[config.mk]
export PLATFORM = sky130hd
export DESIGN_NAME = disk_chs_lba_translate_flat
export DESIGN_NICKNAME = d
export VERILOG_FILES = /design/src/rtl/dclt_pkg.sv /design/src/rtl/dclt_if.sv /design/src/rtl/disk_chs_lba_translate.sv /design/src/flat_wrapper.sv
export SDC_FILE = /design/constraint.sdc
export NUM_CORES = 2
export LEC_CHECK = 0
export ABC_AREA = 1
export BUFFER_PORTS_ARGS = -buffer_cell sky130_fd_sc_hd__clkbuf_2
export CAP_MARGIN = 20
export CORE_MARGIN = 1.5
export CORE_UTILIZATION = 30
export DETAILED_ROUTE_END_ITERATION = 6
export PLACE_DENSITY = 0.55
export REMOVE_ABC_BUFFERS = 1
export SKIP_LAST_GASP = 1
export SYNTH_ARGS = -nofsm -noshare
export SYNTH_HDL_FRONTEND = slang
export SYNTH_SLANG_ARGS = --single-unit
[constraint.sdc]
create_clock -name clk_i -period 11.8 [get_ports clk_i]
set_input_delay 0.59 -clock clk_i [delete_from_list [all_inputs] [get_ports clk_i]]
set_output_delay 0.59 -clock clk_i [all_outputs]
set_load 0.05 [all_outputs]
[src/rtl/dclt_pkg.sv]
// Shared types, constants and the divider step for the CHS/LBA translator.
package dclt_pkg;

  localparam int unsigned CYL_W      = 16;
  localparam int unsigned HEAD_W     = 8;
  localparam int unsigned SEC_W      = 8;
  localparam int unsigned BLOCK_W    = 32;
  localparam int unsigned CYL_CNT_W  = 12;
  localparam int unsigned CFG_IDX_W  = 8;
  localparam int unsigned CFG_DATA_W = 16;

  // Quotient bits resolved per divider stage.
  localparam int unsigned DIV_STEP_BITS = 4;
  localparam int unsigned DIV_STAGES    = BLOCK_W / DIV_STEP_BITS;

  typedef enum logic {
    FUNC_CHS_TO_LBA = 1'b0,
    FUNC_LBA_TO_CHS = 1'b1
  } func_e;

  typedef enum logic [CFG_IDX_W-1:0] {
    REG_CYL_COUNT  = 8'd0,
    REG_HEAD_COUNT = 8'd1,
    REG_SEC_NARROW = 8'd2,
    REG_SEC_WIDE   = 8'd3
  } cfg_reg_e;

  typedef struct packed {
    logic                func;
    logic [CYL_W-1:0]    cylinder_in;
    logic [HEAD_W-1:0]   head_in;
    logic [SEC_W-1:0]    sector_in;
    logic [BLOCK_W-1:0]  block_in;
    logic                wide_words;
  } in_item_t;

  typedef struct packed {
    logic [BLOCK_W-1:0]  block_out;
    logic [CYL_W-1:0]    cylinder_out;
    logic [HEAD_W-1:0]   head_out;
    logic [SEC_W-1:0]    sector_out;
    logic                address_valid;
  } out_item_t;

  typedef struct packed {
    logic [CFG_IDX_W-1:0]  index;
    logic [CFG_DATA_W-1:0] value;
  } cfg_wr_t;

  typedef struct packed {
    logic [BLOCK_W-1:0] quo;
    logic [SEC_W-1:0]   rem;
  } div_step_t;

  // Restoring division, DIV_STEP_BITS bits. quo shifts dividend bits out
  // at the top and quotient bits in at the bottom. rem stays below dvsr.
  function automatic div_step_t div_step(logic [BLOCK_W-1:0] quo,
                                         logic [SEC_W-1:0]   rem,
                                         logic [SEC_W-1:0]   dvsr);
    div_step_t    r;
    logic [SEC_W:0] trial;
    r.quo = quo;
    r.rem = rem;
    for (int i = 0; i < DIV_STEP_BITS; i++) begin
      trial = {r.rem, r.quo[BLOCK_W-1]};
      r.quo = {r.quo[BLOCK_W-2:0], 1'b0};
      if (trial >= {1'b0, dvsr}) begin
        trial    = trial - {1'b0, dvsr};
        r.quo[0] = 1'b1;
      end
      r.rem = trial[SEC_W-1:0];
    end
    return r;
  endfunction

endpackage

[src/rtl/dclt_if.sv]
// Valid/ready channel interfaces for request, result and register write beats.
interface dclt_in_if;
  logic               valid;
  logic               ready;
  dclt_pkg::in_item_t data;
  modport source (output valid, output data, input ready);
  modport sink   (input valid, input data, output ready);
endinterface

interface dclt_out_if;
  logic                valid;
  logic                ready;
  dclt_pkg::out_item_t data;
  modport source (output valid, output data, input ready);
  modport sink   (input valid, input data, output ready);
endinterface

interface dclt_cfg_if;
  logic              valid;
  logic              ready;
  dclt_pkg::cfg_wr_t data;
  modport source (output valid, output data, input ready);
  modport sink   (input valid, input data, output ready);
endinterface

[src/rtl/disk_chs_lba_translate.sv]
// Top level: pipelined CHS <-> LBA disk address translator.
//
// Channels: in_i takes request beats (func, cylinder/head/sector, block,
// wide_words); out_o returns one result beat per request, in order;
// cfg_i writes the geometry registers (0 cylinders, 1 heads, 2 sectors in
// narrow format, 3 sectors in wide format). cfg_i is always ready;
// unknown indexes are dropped. Geometry is expected to change only while
// no request is in flight.
// Pipeline: one entry stage, 8 stages dividing by sectors per track,
// 8 stages dividing by heads (4 quotient bits each), one output register.
// Forward requests use the first three stages after entry for c*H,
// (+h)*S and +s and then ride along. Throughput: one request per clock
// while out_o takes results. Stalls: each stage advances when it is empty
// or the stage after it moves, so bubbles collapse and in_i.ready stays
// high while any stage is free, even with a result waiting on out_o.
// Nothing is dropped or repeated.
// Reset: valid bits clear, the pipeline is empty, geometry returns to
// 815 cylinders, 19 heads, 22 / 20 sectors per track.
module disk_chs_lba_translate (
  input  logic            clk_i,
  input  logic            rst_ni,
  dclt_in_if.sink         in_i,
  dclt_out_if.source      out_o,
  dclt_cfg_if.sink        cfg_i
);
  import dclt_pkg::*;

  // Stage 0 entry, 1..DIV_STAGES divide by S, then divide by H.
  localparam int unsigned LAST_PIPE = 2 * DIV_STAGES;
  localparam int unsigned OUT_STAGE = LAST_PIPE + 1;

  typedef struct packed {
    logic                func;
    logic                fwd_ok;
    logic [CYL_W-1:0]    cyl;
    logic [HEAD_W-1:0]   head;
    logic [SEC_W-1:0]    sec;
    logic [SEC_W-1:0]    spt;
    logic [BLOCK_W-1:0]  quo;
    logic [SEC_W-1:0]    rem;
    logic [BLOCK_W-1:0]  prod;
  } pipe_t;

  // ---------------- geometry registers ----------------
  logic [CYL_CNT_W-1:0] cyl_cnt_q;
  logic [HEAD_W-1:0]    head_cnt_q;
  logic [SEC_W-1:0]     sec_narrow_q;
  logic [SEC_W-1:0]     sec_wide_q;

  assign cfg_i.ready = 1'b1;

  always_ff @(posedge clk_i or negedge rst_ni) begin
    if (!rst_ni) begin
      cyl_cnt_q    <= CYL_CNT_W'(815);
      head_cnt_q   <= HEAD_W'(19);
      sec_narrow_q <= SEC_W'(22);
      sec_wide_q   <= SEC_W'(20);
    end else if (cfg_i.valid) begin
      case (cfg_reg_e'(cfg_i.data.index))
        REG_CYL_COUNT:  cyl_cnt_q    <= cfg_i.data.value[CYL_CNT_W-1:0];
        REG_HEAD_COUNT: head_cnt_q   <= cfg_i.data.value[HEAD_W-1:0];
        REG_SEC_NARROW: sec_narrow_q <= cfg_i.data.value[SEC_W-1:0];
        REG_SEC_WIDE:   sec_wide_q   <= cfg_i.data.value[SEC_W-1:0];
        default: ;
      endcase
    end
  end

  // ---------------- stage advance ----------------
  logic [OUT_STAGE:0] valid_q;
  logic [OUT_STAGE:0] adv;

  // A stage moves when it holds nothing or its successor moves.
  always_comb begin
    adv[OUT_STAGE] = ~valid_q[OUT_STAGE] | out_o.ready;
    for (int k = OUT_STAGE - 1; k >= 0; k--) begin
      adv[k] = ~valid_q[k] | adv[k+1];
    end
  end

  assign in_i.ready = adv[0];

  always_ff @(posedge clk_i or negedge rst_ni) begin
    if (!rst_ni) begin
      valid_q <= '0;
    end else begin
      if (adv[0]) begin
        valid_q[0] <= in_i.valid;
      end
      for (int k = 1; k <= OUT_STAGE; k++) begin
        if (adv[k]) begin
          valid_q[k] <= valid_q[k-1];
        end
      end
    end
  end

  // ---------------- datapath ----------------
  pipe_t pipe_d [LAST_PIPE+1];
  pipe_t pipe_q [LAST_PIPE+1];

  for (genvar k = 0; k <= LAST_PIPE; k++) begin : g_stage
    if (k == 0) begin : g_entry
      // Select S, range-check the forward address, load the dividend.
      always_comb begin
        pipe_d[k].func   = in_i.data.func;
        pipe_d[k].cyl    = in_i.data.cylinder_in;
        pipe_d[k].head   = in_i.data.head_in;
        pipe_d[k].sec    = in_i.data.sector_in;
        pipe_d[k].spt    = in_i.data.wide_words ? sec_wide_q : sec_narrow_q;
        pipe_d[k].fwd_ok = (in_i.data.cylinder_in < {{(CYL_W-CYL_CNT_W){1'b0}}, cyl_cnt_q})
                         && (in_i.data.head_in < head_cnt_q)
                         && (in_i.data.sector_in < pipe_d[k].spt);
        pipe_d[k].quo    = in_i.data.block_in;
        pipe_d[k].rem    = '0;
        pipe_d[k].prod   = '0;
      end
    end else if (k == 1) begin : g_mul_head
      div_step_t           dv;
      logic [CYL_W+HEAD_W-1:0] cyl_x_head;
      assign dv         = div_step(pipe_q[k-1].quo, pipe_q[k-1].rem, pipe_q[k-1].spt);
      assign cyl_x_head = pipe_q[k-1].cyl * head_cnt_q;
      always_comb begin
        pipe_d[k]      = pipe_q[k-1];
        pipe_d[k].quo  = dv.quo;
        pipe_d[k].rem  = dv.rem;
        pipe_d[k].prod = {{(BLOCK_W-CYL_W-HEAD_W){1'b0}}, cyl_x_head};
      end
    end else if (k == 2) begin : g_mul_sec
      div_step_t          dv;
      logic [BLOCK_W:0]   trk_x_sec;
      assign dv        = div_step(pipe_q[k-1].quo, pipe_q[k-1].rem, pipe_q[k-1].spt);
      // Track index fits in 25 bits; the product is only used when valid,
      // and then it fits in 32.
      assign trk_x_sec = ({1'b0, pipe_q[k-1].prod} + (BLOCK_W+1)'(pipe_q[k-1].head))
                       * (BLOCK_W+1)'(pipe_q[k-1].spt);
      always_comb begin
        pipe_d[k]      = pipe_q[k-1];
        pipe_d[k].quo  = dv.quo;
        pipe_d[k].rem  = dv.rem;
        pipe_d[k].prod = trk_x_sec[BLOCK_W-1:0];
      end
    end else if (k == 3) begin : g_add_sec
      div_step_t dv;
      assign dv = div_step(pipe_q[k-1].quo, pipe_q[k-1].rem, pipe_q[k-1].spt);
      always_comb begin
        pipe_d[k]      = pipe_q[k-1];
        pipe_d[k].quo  = dv.quo;
        pipe_d[k].rem  = dv.rem;
        pipe_d[k].prod = pipe_q[k-1].prod + BLOCK_W'(pipe_q[k-1].sec);
      end
    end else if (k <= DIV_STAGES) begin : g_div_spt
      div_step_t dv;
      assign dv = div_step(pipe_q[k-1].quo, pipe_q[k-1].rem, pipe_q[k-1].spt);
      always_comb begin
        pipe_d[k]     = pipe_q[k-1];
        pipe_d[k].quo = dv.quo;
        pipe_d[k].rem = dv.rem;
      end
    end else if (k == DIV_STAGES + 1) begin : g_div_head_first
      // Park b mod S in the sector slot and restart the remainder.
      div_step_t dv;
      assign dv = div_step(pipe_q[k-1].quo, '0, head_cnt_q);
      always_comb begin
        pipe_d[k]     = pipe_q[k-1];
        pipe_d[k].sec = pipe_q[k-1].rem;
        pipe_d[k].quo = dv.quo;
        pipe_d[k].rem = dv.rem;
      end
    end else begin : g_div_head
      div_step_t dv;
      assign dv = div_step(pipe_q[k-1].quo, pipe_q[k-1].rem, head_cnt_q);
      always_comb begin
        pipe_d[k]     = pipe_q[k-1];
        pipe_d[k].quo = dv.quo;
        pipe_d[k].rem = dv.rem;
      end
    end
  end

  always_ff @(posedge clk_i) begin
    for (int k = 0; k <= LAST_PIPE; k++) begin
      if (adv[k]) begin
        pipe_q[k] <= pipe_d[k];
      end
    end
  end

  // ---------------- result assembly ----------------
  pipe_t     fin;
  logic      rev_ok;
  out_item_t out_d;
  out_item_t out_q;

  assign fin = pipe_q[LAST_PIPE];

  // quo is the cylinder, rem the head, sec the sector. Zero S or H leaves
  // the divider output meaningless, so those mark the address invalid.
  assign rev_ok = (fin.spt != '0) && (head_cnt_q != '0)
               && (fin.quo < {{(BLOCK_W-CYL_CNT_W){1'b0}}, cyl_cnt_q});

  always_comb begin
    out_d = '0;
    if (func_e'(fin.func) == FUNC_CHS_TO_LBA) begin
      out_d.block_out     = fin.fwd_ok ? fin.prod : '1;
      out_d.address_valid = fin.fwd_ok;
    end else begin
      out_d.cylinder_out  = rev_ok ? fin.quo[CYL_W-1:0] : '1;
      out_d.head_out      = rev_ok ? fin.rem : '1;
      out_d.sector_out    = rev_ok ? fin.sec : '1;
      out_d.address_valid = rev_ok;
    end
  end

  always_ff @(posedge clk_i) begin
    if (adv[OUT_STAGE]) begin
      out_q <= out_d;
    end
  end

  assign out_o.valid = valid_q[OUT_STAGE];
  assign out_o.data  = out_q;

  // ---------------- checks ----------------
  // A free slot anywhere in the pipe means a new request can enter.
  a_ready_when_room: assert property (@(posedge clk_i) disable iff (!rst_ni)
    !(&valid_q) |-> in_i.ready)
    else $error("input stalled with a free pipeline slot");

  // Good forward blocks never reach all ones; reverse beats carry block 0.
  a_valid_block: assert property (@(posedge clk_i) disable iff (!rst_ni)
    out_o.valid && out_o.data.address_valid |-> out_o.data.block_out != '1)
    else $error("valid result carries the invalid block marker");

  // An invalid result carries the marker on the side it converted to.
  a_invalid_marker: assert property (@(posedge clk_i) disable iff (!rst_ni)
    out_o.valid && !out_o.data.address_valid |->
      (out_o.data.block_out == '1) ||
      (out_o.data.cylinder_out == '1 && out_o.data.head_out == '1 &&
       out_o.data.sector_out == '1))
    else $error("invalid result without all-ones marker");

  // A stalled result stays in the output register.
  a_out_hold: assert property (@(posedge clk_i) disable iff (!rst_ni)
    out_o.valid && !out_o.ready |=> out_o.valid && $stable(out_q))
    else $error("stalled result lost or changed");

endmodule

[src/flat_wrapper.sv]
// flat-port wrapper written by rule: the top's interface ports become plain ports
module disk_chs_lba_translate_flat import dclt_pkg::*;
  (clk_i, rst_ni, in_i_valid, in_i_data, in_i_ready, out_o_valid, out_o_data, out_o_ready, cfg_i_valid, cfg_i_data, cfg_i_ready);
  dclt_in_if in_i_i ();
  dclt_out_if out_o_i ();
  dclt_cfg_if cfg_i_i ();
  input  logic clk_i;
  input  logic rst_ni;
  input wire logic [$bits(in_i_i.valid)-1:0] in_i_valid;
  input wire logic [$bits(in_i_i.data)-1:0] in_i_data;
  output wire logic [$bits(in_i_i.ready)-1:0] in_i_ready;
  output wire logic [$bits(out_o_i.valid)-1:0] out_o_valid;
  output wire logic [$bits(out_o_i.data)-1:0] out_o_data;
  input wire logic [$bits(out_o_i.ready)-1:0] out_o_ready;
  input wire logic [$bits(cfg_i_i.valid)-1:0] cfg_i_valid;
  input wire logic [$bits(cfg_i_i.data)-1:0] cfg_i_data;
  output wire logic [$bits(cfg_i_i.ready)-1:0] cfg_i_ready;
  assign in_i_i.valid = in_i_valid;
  assign in_i_i.data = in_i_data;
  assign in_i_ready = in_i_i.ready;
  assign out_o_valid = out_o_i.valid;
  assign out_o_data = out_o_i.data;
  assign out_o_i.ready = out_o_ready;
  assign cfg_i_i.valid = cfg_i_valid;
  assign cfg_i_i.data = cfg_i_data;
  assign cfg_i_ready = cfg_i_i.ready;
  disk_chs_lba_translate u_core (.clk_i(clk_i), .rst_ni(rst_ni), .in_i(in_i_i), .out_o(out_o_i), .cfg_i(cfg_i_i));
endmodule
==> Word-level counts from Yosys, hierarchy flattened <==
Memory sizes are Yosys's and may differ from the RTL's.
Index checks and enable logic that the tools add are counted.
{ "totals": {"wordCells": 382, "out_inout_bits": 68, "input_bits": 95, "ram_bits": 1938, "mem_count": 1, "regBits": 119} }
{ "memory_table": {"columns": ["name", "depth", "word_bits", "rd", "rd_clocked_by_memory_dff", "write_ports", "line", "source"], "rows": [
  ["u_core.pipe_q", 17, 114, 17, 0, 17, "disk_chs_lba_translate.sv:100", "pipe_t pipe_q [LAST_PIPE+1];"]
]} }
{ "op_classes": {"muxes": 168, "n_eq_ne": 3, "add_sub_neg": 66, "magnitude_cmp": 68, "bitwise_logic": 36, "n_reduce_logical": 11, "mul": 2} }
{ "ops": {"columns": ["op", "count"], "rows": [
  ["9-bit by 8-bit >= comparator with 1-bit output", 63],
  ["8-bit 2-to-1 mux", 67],
  ["8-bit subtractor", 63],
  ["1-bit 2-to-1 mux", 99],
  ["32-bit by 8-bit adder with 33-bit output", 1],
  ["33-bit by 8-bit multiplier with 32-bit output", 1],
  ["32-bit by 8-bit adder with 32-bit output", 1],
  ["32-bit by 12-bit less-than comparator with 1-bit output", 1],
  ["32-bit 2-to-1 mux", 1],
  ["16-bit by 8-bit multiplier with 24-bit output", 1],
  ["1-bit inverter", 18],
  ["1-bit OR", 18],
  ["8-bit by 2-bit == test with 1-bit output (second input constant)", 2],
  ["16-bit by 12-bit less-than comparator with 1-bit output", 1],
  ["8-bit less-than comparator", 2],
  ["16-bit 2-to-1 mux", 1],
  ["8-bit nonzero test", 2],
  ["8-bit by 1-bit == test with 1-bit output (second input constant)", 1],
  ["1-bit by 8-bit >= comparator with 1-bit output", 1],
  ["8-bit zero test", 1],
  ["2-bit AND reduction", 4],
  ["1-bit by 8-bit subtractor with 8-bit output", 1],
  ["1-bit logical AND", 4]
]} }

==> Depth between registers and ports, before layout <==
{ "logic_depth": {"ltp_word": 21, "depth_mapped": 49, "ltp_nobuf": 45} }

==> Least setup slack after synthesis <==
OpenSTA, ideal clock, no wires.
{ "synth_timing": {"kind": "register to register", "start": "reg u_core.valid_q[17]", "end": "mem u_core.pipe_q[0][100] (netlist bit), enable pin", "t_arrival_ns": 10.060, "stages_incl_launch_ff": 12, "n_path_buf": 0, "required_time_ns": 10.524, "setup_ns": 1.276, "path_slack_ns": 0.464, "synth_period_minus_slack_ns": 11.336, "path_cell_list": "dfrtp_1 nand2_2 nor2_2 nand2_2 nor2_4 nand4_4 nor2_4 nand4_4 nor2_4 nand3_2 nor2_2 nand4_1"} }
{ "synth_lines": {"columns": ["element", "line", "source"], "rows": [
  ["start: declaration", "disk_chs_lba_translate.sv:70", "logic [OUT_STAGE:0] valid_q;"],
  ["start signal: indexed assignment", "disk_chs_lba_translate.sv:92", "valid_q[k] <= valid_q[k-1];"],
  ["end: declaration", "disk_chs_lba_translate.sv:100", null]
]} }

==> flow_summary_export.csv <==
group,metric,value,unit
run_status,outcome,"finished, final reports clean",
detailed_routing,drc,0,
synthesis,synthAdderAreaFrac,15.3,%
synthesis,syn_area,90100,sq um
placement,post_dp_cell_area,95600,sq um
placement,place_congestion,0.849,
detailed_routing,wl,207000,um
synthesis,seq_area_frac_synth,52.6,%
critical_path,worstReg2RegStart,"u_core.head_cnt_q[3]",
detailed_routing,drt_first_pass_iters,7,
critical_path,startpoint,"u_core.head_cnt_q[3]",
clock_network,clk_pin_slew,60,ps
sta,hold_viol_final,0,
synthesis,synth_compound_area_share,6.33,%
sta,drv_slew,0,
sta,skew,91.6,ps
detailed_routing,drt_iter0_markers,3136,
cells_and_area,areaGrowthSynthToFinish,13.1,%
grt,first_global_vias,59300,
synthesis,synth_xor_area_share,3.70,%
floorplan,start_util,30.1,%
sta,layout_setup_ws,3310,ps
synthesis,synth_top_cell_by_area,"edfxtp_1",
synthesis,synth_area_per_cell,10.6,sq um
sta,rsz0062_at_grt,"false",
clock_network,numCtsBuffers,175,
synthesis,synthSimpleGateAreaFrac,16.1,%
cells_and_area,multiInputGateArea,37400,sq um
synthesis,synth_area_leaders,"edfxtp_1 (51%), ha_1 (9.0%), nand2_1 (8.5%), fa_1 (6.3%), inv_1 (5.0%)",
detailed_routing,vias,58500,
critical_path,cp_slowest_cell,"dfrtp_1",
cells_and_area,final_area,102000,sq um
floorplan,design.core.area,299000,sq um
synthesis,synth_edf_count,1531,
cells_and_area,regArea,47300,sq um
synthesis,synth_top_family_by_area,"simple AND/OR/NAND/NOR gates",
critical_path,cp-start-kind,"flip-flop",
grt,overflow,0,
detailed_routing,wire_per_inst,16.0,um
detailed_routing,ant_nets,0,
grt,grt_usage,13.5,%
cells_and_area,utilization,34.0,%
sta,slew_headroom,31.1,%
grt,grt_max_degree,74,
clock_network,clockRootBuffer,"clkbuf_16",
detailed_routing,viasPerCell,4.54,
synthesis,synth_top_area_share,51.0,%
critical_path,critPathRequiredTime,12340,ps
worst_hold_path,hp-start,"in_i_data[61]",
clock_network,clk_latency,830,ps
synthesis,synthMuxAreaShare,0.0125,%
clock_network,cts_tree,"done",
placement,dp_slack,3370,ps
sta,max_freq,118,MHz
floorplan,die_h,551,um
critical_path,worstPathMaxFanout,19,
synthesis,synth_flop_cell,"edfxtp_1",
critical_path,cp-end-kind,"flip-flop",
sta,setup_viol,0,
critical_path,critPathMaxStageDelay,940,ps
clock_network,cts_resized,0,
critical_path,worstPathArrival,9030,ps
placement,dp_hpwl,155000,um
sta,setup_tns,0,ps
synthesis,syn_inst,8477,
critical_path,crit_type,"flip-flop to flip-flop",
synthesis,synth_common_cells,"nand2_1 (2,035), edfxtp_1 (1,531), inv_1 (1,192)",
clock_network,htree_levels,4,
flow_run,drv_cap,0,
cells_and_area,layout-drive-gt1-share,10.1,%
clock_network,cts_buffer_depth,4,
synthesis,synthArstFlopShare,3.41,%
floorplan,num_rows,201,
sta,period_needed,8490,ps
sta,worst_slew_pin_slew,1030,ps
grt,grt_pass1_wl,325000,um
synthesis,synth.most_common_cell,"nand2_1",
cells_and_area,fin_nets,9822,
floorplan,dieArea,304000,sq um
clock_network,cts_sinks,1585,
grt,antenna_found_initial,10,
placement,port_buffers,157,
floorplan,ios,163,
synthesis,ys_warn_count,0,
critical_path,crit_path_frequent_cell,"nand2_1",
sta,fin_crit_sh,72.0,%
worst_hold_path,hold_path.class,"input port to flip-flop",
floorplan,die_w,551,um
synthesis,synth_cell_type_count,76,
synthesis,ys_seq_elements,1585,
cells_and_area,fill_cells,29700,
[layer usage]
metal | track usage, % | part of all wire [%]
met3 | 1.63 | 3.8
met2 | 23.0 | 47
met5 | 0 | 0
met1 | 18.1 | 47
met4 | 3.71 | 2.5
[state kept, by name (all words and copies together) (netlist names)]
name,cells
u_core.cyl_cnt_q,12
u_core.head_cnt_q,8
u_core.out_o.data,65
u_core.pipe_q,1466
u_core.sec_narrow_q,8
u_core.sec_wide_q,8
u_core.valid_q,18
[placed cells by master, fill, tap and decap left out, types with 88 or more instances in the layout]
cell type     n
nor2_1      378
fa_1        285
nand4_1     102
nand3_1     288
xnor2_1     142
o21ai_1      88
ha_1        647
a21oi_1     449
clkbuf_2    156
edfxtp_1   1531
o21ai_0     220
inv_1      1186
nand2_1    2031
clkbuf_16   176
xor2_1      237
[worst paths after layout]
path / to / slack (ps) / cells past startpoint
worst max register to register: u_core.pipe_q[0][1857] / 3310 / 37
worst min register to register: u_core.pipe_q[0][619] / 350 / 0
min in group asynchronous: u_core.valid_q[8] / 530 / 3
worst max-delay path: u_core.pipe_q[0][1857] / 3310 / 37
worst min-delay path: u_core.pipe_q[0][108] / 50 / 1
max in group asynchronous: u_core.valid_q[1] / 10710 / 3
[what timing repair did]
action / CTS / global route
buffers inserted: 0 / 0
hold endpoints to repair: 89 / 0
hold buffers: 51 / 0
[cells by family (layout without fill, tap and decap cells)]
kind of cell,count (synthesis),in the layout
DFF,1585,1585
and+or+nand+nor,3229,3229
xor gates and xnor gates,380,380
AOI/OAI and AO/OA,991,991
buffers and inverters,1358,1807
other,1,10
adders and majority gates,932,932
muxes,1,1
[through the flow]
stage	hold WS, ps	cells
final	51.8	12900
after global routing	24.7	12900
after CTS	3.59	12900
after detailed placement	405	12500
after global placement	401	12500
after floorplan	294	8362
[worst max-delay path, delay by kind of cell, from the launching register on]
| kind | cells | cell delay, ps |
|---|---|---|
| AND/OR/NAND/NOR | 18 | 2740 |
| AO/OA/AOI/OAI | 9 | 2210 |
| buffers and inverters | 6 | 930 |
| adder cells (fa/ha/maj) | 4 | 1390 |
| flip-flops | 1 | 940 |
[area by class of cell]
cell class              count  share of cell area (%)
clock inverters           108                    1.18
clock buffers             200                    4.44
multi-input cells        5534                    36.7
flip-flops and latches   1585                    46.5
repair buffers            256                    1.69
inverters                1243                    4.60
diodes                      9                  0.0221
well taps                3958                    4.86
Power is left out: the tool's default activity adds up to more than one toggle a clock period on the data nets, which glitch-free logic cannot reach.
